$ cat src/rtl/pixel_neighbor_color_distance_defines.svh
// Assertion macros for the neighbor color distance block.
`ifndef PIXEL_NEIGHBOR_COLOR_DISTANCE_DEFINES_SVH
`define PIXEL_NEIGHBOR_COLOR_DISTANCE_DEFINES_SVH
`ifndef NO_ASSERTIONS
`define PNCD_ASSERT(label, clk, rst_n, prop, msg) \
    label: assert property (@(posedge clk) disable iff (!rst_n) prop) else $error(msg);
`define PNCD_ASSERT_RST(label, clk, prop, msg) \
    label: assert property (@(posedge clk) prop) else $error(msg);
`else
`define PNCD_ASSERT(label, clk, rst_n, prop, msg)
`define PNCD_ASSERT_RST(label, clk, prop, msg)
`endif
`endif

$ cat src/rtl/pncd_pkg.sv
// ----------------------------------------------------------------------------
// pncd_pkg
// Types and constants shared by the neighbor color distance block.
// ----------------------------------------------------------------------------
package pncd_pkg;
    localparam int MAX_WIDTH_DEF = 2048;
    localparam int CFG_W        = 12;
    localparam int PIX_W        = 24;
    localparam int DIST_W       = 16;
    localparam int SUM_W        = 30;
    localparam int SQRT_STEPS   = 16;
    localparam logic [CFG_W-1:0] LINE_WIDTH_RST = 12'd640;
    localparam logic [28:0] DIST_DEN = 29'd298464750;

    // sequencer states of the control unit
    typedef enum logic [2:0] {
        ST_IDLE,
        ST_READ,
        ST_CALC,
        ST_OUT0,
        ST_CALC2,
        ST_OUT1
    } t_state;

    // job handed to the distance unit: centre and four neighbors
    typedef struct packed {
        logic [PIX_W-1:0] centre;
        logic [PIX_W-1:0] ul;
        logic [PIX_W-1:0] u;
        logic [PIX_W-1:0] ur;
        logic [PIX_W-1:0] rt;
    } t_job;
endpackage

$ cat src/rtl/pncd_dist.sv
// ----------------------------------------------------------------------------
// pncd_dist
// Four redmean distances, one after another: weighted sum in three registered
// steps, then a 16-step rounded square root against the scale, built from
// shifts and adds of running terms (no wide multiplier).
// ----------------------------------------------------------------------------
module pncd_dist
    import pncd_pkg::*;
(
    input  logic                  i_clk,
    input  logic                  i_rst_n,
    input  logic                  i_start,
    input  t_job                  i_job,
    output logic                  o_done,
    output logic [DIST_W-1:0]     o_d0,
    output logic [DIST_W-1:0]     o_d1,
    output logic [DIST_W-1:0]     o_d2,
    output logic [DIST_W-1:0]     o_d3
);
    `include "pixel_neighbor_color_distance_defines.svh"

    typedef enum logic [2:0] {D_IDLE, D_SQ, D_MUL, D_ADD, D_ROOT} t_dstate;

    t_dstate r_st, n_st;
    t_job r_job;
    logic [1:0]  r_k;
    logic [4:0]  r_bit;
    logic [PIX_W-1:0] w_nb;
    logic [8:0]  r_sr, r_sg, r_sb;     // |dr|,|dg|,|db|
    logic [9:0]  r_rs;                 // r1+r2
    logic [15:0] r_qr, r_qg, r_qb;     // squares
    logic [26:0] r_pr, r_pb;
    logic [26:0] r_pg;
    logic [SUM_W-1:0] r_s;
    logic [15:0] r_q;
    logic [63:0] r_a;                  // 4*q^2*DEN
    logic [63:0] r_b;                  // 4*q*DEN
    logic [DIST_W-1:0] r_d [4];
    logic        r_done;
    logic [15:0] w_try;
    logic [63:0] w_den;
    logic [5:0]  w_sh1, w_sh2;
    logic [63:0] w_at, w_bt, w_lhs;
    logic        w_ok;

    always_comb begin
        case (r_k)
            2'd0:    w_nb = r_job.ul;
            2'd1:    w_nb = r_job.u;
            2'd2:    w_nb = r_job.ur;
            default: w_nb = r_job.rt;
        endcase
    end

    // test candidate t = q + 2^bit: (2t-1)^2*DEN <= S*2^32,
    // with 4t^2*DEN and 4t*DEN grown from the running terms
    assign w_try = r_q | (16'd1 << r_bit[3:0]);
    assign w_den = {35'd0, DIST_DEN};
    assign w_sh1 = {1'b0, r_bit} + 6'd1;
    assign w_sh2 = {r_bit, 1'b0} + 6'd2;
    assign w_at  = r_a + (r_b << w_sh1) + (w_den << w_sh2);
    assign w_bt  = r_b + (w_den << (w_sh1 + 6'd1));
    assign w_lhs = w_at - w_bt + w_den;
    assign w_ok  = (w_lhs <= {2'd0, r_s, 32'd0});

    always_comb begin
        n_st = r_st;
        case (r_st)
            D_IDLE:  if (i_start) n_st = D_SQ;
            D_SQ:    n_st = D_MUL;
            D_MUL:   n_st = D_ADD;
            D_ADD:   n_st = D_ROOT;
            D_ROOT:  if (r_bit == 5'd0) n_st = (r_k == 2'd3) ? D_IDLE : D_SQ;
            default: n_st = D_IDLE;
        endcase
    end

    always_ff @(posedge i_clk) begin
        if (!i_rst_n) begin
            r_st   <= D_IDLE;
            r_done <= 1'b0;
            r_k    <= 2'd0;
        end else begin
            r_st   <= n_st;
            r_done <= (r_st == D_ROOT) && (r_bit == 5'd0) && (r_k == 2'd3);
            if (r_st == D_IDLE && i_start) r_k <= 2'd0;
            else if (r_st == D_ROOT && r_bit == 5'd0) r_k <= r_k + 2'd1;
        end
    end

    // datapath
    always_ff @(posedge i_clk) begin
        if (r_st == D_IDLE && i_start) r_job <= i_job;
        case (r_st)
            D_SQ: begin
                r_rs <= {2'd0, r_job.centre[23:16]} + {2'd0, w_nb[23:16]};
                r_sr <= (r_job.centre[23:16] >= w_nb[23:16]) ?
                        {1'b0, r_job.centre[23:16] - w_nb[23:16]} :
                        {1'b0, w_nb[23:16] - r_job.centre[23:16]};
                r_sg <= (r_job.centre[15:8] >= w_nb[15:8]) ?
                        {1'b0, r_job.centre[15:8] - w_nb[15:8]} :
                        {1'b0, w_nb[15:8] - r_job.centre[15:8]};
                r_sb <= (r_job.centre[7:0] >= w_nb[7:0]) ?
                        {1'b0, r_job.centre[7:0] - w_nb[7:0]} :
                        {1'b0, w_nb[7:0] - r_job.centre[7:0]};
            end
            D_MUL: begin
                r_qr <= r_sr[7:0] * r_sr[7:0];
                r_qg <= r_sg[7:0] * r_sg[7:0];
                r_qb <= r_sb[7:0] * r_sb[7:0];
            end
            D_ADD: begin
                r_pr  <= 27'(({11'd0, r_qr}) * (27'd1020 + {17'd0, r_rs}));
                r_pg  <= 27'({11'd0, r_qg} * 27'd2040);
                r_pb  <= 27'(({11'd0, r_qb}) * (27'd1530 - {17'd0, r_rs}));
                r_q   <= 16'd0;
                r_a   <= '0;
                r_b   <= '0;
                r_bit <= 5'd16;
            end
            D_ROOT: begin
                if (r_bit == 5'd16) begin
                    r_s   <= SUM_W'({3'd0, r_pr} + {3'd0, r_pg} + {3'd0, r_pb});
                    r_bit <= 5'd15;
                end else begin
                    // keep the candidate bit when it still fits
                    if (w_ok) begin
                        r_q <= w_try;
                        r_a <= w_at;
                        r_b <= w_bt;
                    end
                    if (r_bit == 5'd0) r_d[r_k] <= w_ok ? w_try : r_q;
                    else r_bit <= r_bit - 5'd1;
                end
            end
            default: ;
        endcase
    end

    assign o_done = r_done;
    assign o_d0 = r_d[0];
    assign o_d1 = r_d[1];
    assign o_d2 = r_d[2];
    assign o_d3 = r_d[3];

    `PNCD_ASSERT(a_done_from_root, i_clk, i_rst_n, o_done |-> $past(r_st == D_ROOT), "done without root")
    `PNCD_ASSERT(a_no_restart, i_clk, i_rst_n, (r_st != D_IDLE) |=> !(r_st == D_SQ && $past(r_st) == D_IDLE && r_k != 2'd0), "restart while busy")
    `PNCD_ASSERT(a_bit_range, i_clk, i_rst_n, (r_st == D_ROOT) |-> (r_bit <= 5'd16), "bit index out of range")
endmodule

$ cat config.mk
export PLATFORM = sky130hd
export DESIGN_NAME = pncd_dist
export DESIGN_NICKNAME = d
export VERILOG_FILES = /design/src/rtl/pncd_pkg.sv /design/src/rtl/pncd_dist.sv
export VERILOG_INCLUDE_DIRS = /design/src /design/src/rtl
export SDC_FILE = /design/constraint.sdc
export NUM_CORES = 2
export LEC_CHECK = 0
export ABC_AREA = 1
export BUFFER_PORTS_ARGS = -buffer_cell sky130_fd_sc_hd__buf_2
export CAP_MARGIN = 20
export CORE_UTILIZATION = 50
export CTS_CLUSTER_DIAMETER = 40
export DETAILED_ROUTE_END_ITERATION = 6
export HOLD_SLACK_MARGIN = 0.08
export MAX_ROUTING_LAYER = met4
export PLACE_DENSITY_LB_ADDON = 0.25
export SYNTH_ARGS = -nofsm -noshare
export SYNTH_HDL_FRONTEND = slang
export SYNTH_SLANG_ARGS = --single-unit
export TNS_END_PERCENT = 20
$ cat constraint.sdc
create_clock -name i_clk -period 22.1 [get_ports i_clk]
set_input_delay 1.105 -clock i_clk [delete_from_list [all_inputs] [get_ports i_clk]]
set_output_delay 1.105 -clock i_clk [all_outputs]
set_load 0.01 [all_outputs]
* Word-level counts from Yosys, hierarchy flattened *
Memories as Yosys holds them, arrays and structs flattened.
Cells that the tools add are included.

storage, ports and cells
  output and inout port bits = 65
  memories = 1
  memory bits (writable) = 64
  bits of input ports = 123
  register bits after elaboration = 465

memory list
  name  words  bits a word  rd ports  clocked after Yosys merged registers in  wr ports  RTL line         RTL
  r_d   4      16           4         0                                        1         pncd_dist.sv:38  logic [DIST_W-1:0] r_d [4];

operators by class
  shift-type cells = 4
  equal/unequal tests = 13
  reduce and logical (&&, ||, !) cells = 13
  $mul = 6
  add/sub/neg operators = 21
  muxes and demuxes = 24
  $lt $le $gt $ge = 4
  bitwise logic cells = 2

operators by type and width
  cell                      count
  $mux W64                  4
  $pmux W64 S2              2
  $add A64 B64 Y64          3
  $shl A29 B6 Y64 const A   2
  $pmux W24 S3              1
  $add A64 B29 Y64 const B  1
  $le A64 B62 Y1            1
  $shl A64 B6 Y64           1
  $sub A64 B64 Y64          1
  $mul A8 B8 Y16            3
  $sub A8 B8 Y8             6
  $mux W16                  2
  $pmux W16 S2              1
  $add A28 B27 Y29          1
  $add A27 B27 Y28          1
  $mul A16 B11 Y27          1
  $mul A17 B12 Y27          1
  $ge A8 B8 Y1              3
  $mul A16 B8 Y24 const B   1
  $mux W8                   3
  $or A16 B16 Y16           1
  $shl A1 B4 Y16 const A    1
  $pmux W3 S5               1
  $sub A11 B10 Y12 const A  1
  other kinds (28)          44

* Depth between registers and ports, before layout *
  word-level depth = 10
  gate-level depth with buffers = 68
  depth with buffers taken out = 61

* Least setup slack after synthesis *
OpenSTA, ideal clock, no wires.

  path kind = register to register
  from = register r_bit[0]
  to = register r_a[0], enable pin
  stages on the path, launching flop included = 58
  setup slack = 6.088 ns
  path buffers = 9
  arrival = 15.365 ns
  cells stage by stage = edfxtp_1 -> buf_6 -> inv_2 -> buf_2 -> buf_1 -> clkbuf_1 -> ha_1 -> inv_2 -> buf_2 -> buf_2 -> clkbuf_1 -> clkbuf_1 -> o21ai_0 -> mux2i_1 -> o21ai_0 -> nor3_1 -> fa_1 -> ha_1 -> (+22 left out) -> xnor2_1 -> inv_1 -> ha_1 -> nand2_1 -> nor2_1 -> nand3_1 -> nor2_1 -> nand3_1 -> nor3_1 -> nand3_1 -> nor2_1 -> nand4_1 -> nor2_1 -> nand4_1 -> nand2_1 -> nand4_4 -> buf_6 -> a21boi_1

between the ends
  cells in the longest elaborated chain, start to end = 9

ends and longest elaborated chain
  what                             RTL line          RTL
  start, declared                  pncd_dist.sv:27   logic [4:0] r_bit;
  start signal, assigned           pncd_dist.sv:133  else r_bit <= r_bit - 5'd1;
  $add A5 B1 Y6                    pncd_dist.sv:59   assign w_sh1 = {1'b0, r_bit} + 6'd1;
  $shl A64 B6 Y64                  pncd_dist.sv:61   assign w_at = r_a + (r_b << w_sh1) + (w_den << w_sh2);
  $add A64 B64 Y64                 pncd_dist.sv:61
  $add A64 B64 Y64 (*)             pncd_dist.sv:61
  net w_at[35]                     pncd_dist.sv:43   logic [63:0] w_at, w_bt, w_lhs;
  $sub A64 B64 Y64 (*)             pncd_dist.sv:63   assign w_lhs = w_at - w_bt + w_den;
  $add A64 B29 Y64 (*)             pncd_dist.sv:63
  $le A64 B62 Y1 (*)               pncd_dist.sv:64   assign w_ok = (w_lhs <= {2'd0, r_s, 32'd0});
  $ne A2 B2 Y1 (no line) (*)       n/a
  $reduce_and A3 Y1 (no line) (*)  n/a
  end signal, assigned             pncd_dist.sv:129  r_a <= w_at;
  end, declared                    pncd_dist.sv:36   logic [63:0] r_a;

The timed path passes the listed nets; every way through them passes the cells marked *.
A chain may end at the register's enable or synchronous reset.

* Worst setup path after layout *
  from = register r_bit[0]
  to = register r_b[61], enable pin

between the ends
  cells in the longest elaborated chain, start to end = 9

ends and longest elaborated chain
  what                             RTL line          RTL
  $add A5 B1 Y6                    pncd_dist.sv:59
  $shl A64 B6 Y64                  pncd_dist.sv:61
  $add A64 B64 Y64                 pncd_dist.sv:61
  $add A64 B64 Y64 (*)             pncd_dist.sv:61
  net w_at[35]                     pncd_dist.sv:43
  $sub A64 B64 Y64 (*)             pncd_dist.sv:63
  $add A64 B29 Y64 (*)             pncd_dist.sv:63
  $le A64 B62 Y1 (*)               pncd_dist.sv:64
  $ne A2 B2 Y1 (no line) (*)       n/a
  $reduce_and A3 Y1 (no line) (*)  n/a
  end signal, assigned             pncd_dist.sv:130  r_b <= w_bt;
  end, declared                    pncd_dist.sv:37   logic [63:0] r_b;

Marks and branches as above.

==> results.cfg <==
[detailed_routing]
drt_wl_total_um = 201500
drtPass1Iterations = 7
drc_errors = 4
vias = 50585
wl_per_cell_um = 21.84
via_per_inst = 5.482
postRouteAntennaNets = 0
drt-initial-drc-count = 3842

[yosys]
syn-cell-area_um2 = 60060
synthCells = 7406
ys_async_sr_fraction_pct = 0
synthTopCellsByArea = edfxtp_1 (26%), fa_1 (16%), ha_1 (14%), nand2_1 (8.7%), inv_1 (8.4%)
synth_cell_type_count = 70
yosys.area.top_type = edfxtp_1
synth.most_common_cell = nand2_1
syn_avg_cell_area_um2 = 8.109
ys.flop_type = edfxtp_1
ys_seq_elements = 521
yosys_warnings = 0
synth_top_area_share_pct = 25.75
synth_edf_count = 515
synth_common_cells = nand2_1 (1,396), inv_1 (1,341), nor2_1 (802)
ys_seq_area_share_pct = 25.95

[global_routing]
grt_antenna_before_repair = 0
grt_pass1_vias = 51317
overflow = 0
grt_max_degree = 87
grt_pass1_wl_um = 303200
track_usage_pct = 34.20

[final_layout]
fin_nets = 8810
syn_to_final_growth_pct = 9.783
seq_area_um2 = 15580
drive_above_1_share_pct = 6.176
multi_input_area_um2 = 38690
post-route-util_pct = 55.61
fillCellCount = 11217

[place]
place_hpwl_um = 167500
gp_congestion = 1.053
numPortBuffers = 187

[worst_setup_path]
arrival_ns = 14.98
reg2reg_slack_ns = 7.46
cpMostUsedCell = nor2_1
required_ns = 22.43
end_kind = register
critical_path_class = register to register
crit_fanout = 86
crit_path_max_incr_delay_ns = 0.80
slowest_stage = buf_4
start_kind = register

[floorplanning]
die_width_um = 348.6
io_pins = 188
initial_utilization_pct = 50.66
die-area_um2 = 121500
num_rows = 126
die_h_um = 348.6
core_um2 = 118600

[sta]
tightest_slew_ns = 1.266
finalSetupViolCount = 0
slew_viol_final = 0
finalCriticalPeriod_ns = 14.64
fmax_ghz = 0.06829
max_slew_margin_pct = 15.61
whs_ns = 0.5149
clock_skew_ns = 0.02808
period_share_pct = 66.26
grt_setup_unrepaired = false
setup_tns_ns = 0
hold_viol = 0

[status]
status = complete, but fails checks
violations = design-rule violations

[cts]
cts_tree = done
clkTransAtPathRegs_ns = 0.06
post_cts_resized = 0
clock_tree.root_cell = clkbuf_16
insertion_delay_ns = 0.73
cts_setup_buffers = 0
cts_buffers = 95
holdBufCountCts = 0
cts.sinks = 521
clk_path_buf_depth = 3
h-tree-depth = 3

[run]
max_cap_viol_count = 0

[worst_hold_path]
hold_class = register to register
==> stage by stage <==
stage / cells / instance area [µm²] / setup WS (ns)
after floorplan: 7423 / 60120 / 6.088
after global placement: 9046 / 62610 / 7.870
after detailed placement: 9046 / 62610 / 7.578
after CTS: 9223 / 65900 / 7.569
after global routing: 9226 / 65930 / 6.295
final: 9227 / 65930 / 7.456
==> area by class of cell <==
cell class                 count  share of cell area [%]
timing repair buffer         231                   1.939
clock buffer                 100                   3.666
clock inverter                77                   1.311
tap                         1600                   3.036
multi-input combinational   5341                   58.68
sequential                   521                   23.64
antenna                        1                0.003795
inverter                    1356                   7.724
==> metal layers <==
layer / global-route usage [%] / part of all wire, % / up-vias
met1: 38.53 / 39 / 24265
met5: - / 0 / -
met4: 22.73 / 7.5 / 0
met3: 3.565 / 4.7 / 459
met2: 57.67 / 49 / 1611
li1: - / - / 24250
==> critical path: cells and delay by family (launching register included) <==
kind / cells / cell delay, ns
XOR/XNOR: 2 / 0.39
flip-flops: 1 / 0.32
multiplexers: 1 / 0.61
adder cells (fa/ha/maj): 6 / 2.38
AND/OR/NAND/NOR: 23 / 3.16
AO/OA/AOI/OAI: 11 / 4.30
buffers and inverters: 7 / 2.87
==> final timing paths <==
check,start,end,cells past startpoint
worst max-delay path,r_bit[0],r_b[61],50
worst min-delay path,r_k[0],r_k[0],2
worst max register to register,r_bit[0],r_b[61],50
worst min register to register,r_k[0],r_k[0],2
==> layout by cell type (no fill, tap or decap), types with 12 or more instances in the layout <==
cell and n:
nand2_1 1395, inv_1 1340, nor2_1 797, ha_1 656, edfxtp_1 515, fa_1 483, a21oi_1 469, o21ai_0 405
xor2_1 204, nand3_1 201, buf_2 187, xnor2_1 125, clkbuf_16 96, a31oi_1 76, nor3_1 59, o22ai_1 47
buf_4 41, a21o_1 33, o21bai_1 32, nand4_1 30, a22o_1 24, o21a_1 23, mux2i_1 23, o211ai_1 21
a21boi_0 19, conb_1 19, o221ai_1 16, inv_6 16, nor4_1 15, and2_1 13, or2_2 12, o21ai_1 12
o31ai_1 12, nor2_2 12, clkinvlp_4 12
==> flip-flops by register name (all words and copies together) (netlist names) <==
register and flops:
r_job 120, r_a 64, r_d 64, r_b 63, r_s 29, r_pb 27, r_pr 27, r_pg 23
r_q 16, r_qb 15, r_qg 15, r_qr 15, r_rs 9, r_sb 8, r_sg 8, r_sr 7
r_bit 5, r_st 3, r_k 2, o_done 1
==> cell families (layout without fill, tap and decap cells) <==
kind of cell / count (synthesis) / after routing / synth area share (%)
other: 2 / 20 / 0.01250
xor gates and xnor gates: 330 / 330 / 4.825
adders and majority gates: 1141 / 1141 / 29.81
and+or+nand+nor: 2568 / 2568 / 17.11
buffers and inverters: 1561 / 1764 / 9.852
DFF: 521 / 521 / 25.95
AOI/OAI and AO/OA: 1249 / 1249 / 11.85
muxes: 34 / 34 / 0.5896
Power is not shown: default switching activity piles up to over one toggle a cycle in this logic, so the estimate is an artifact.
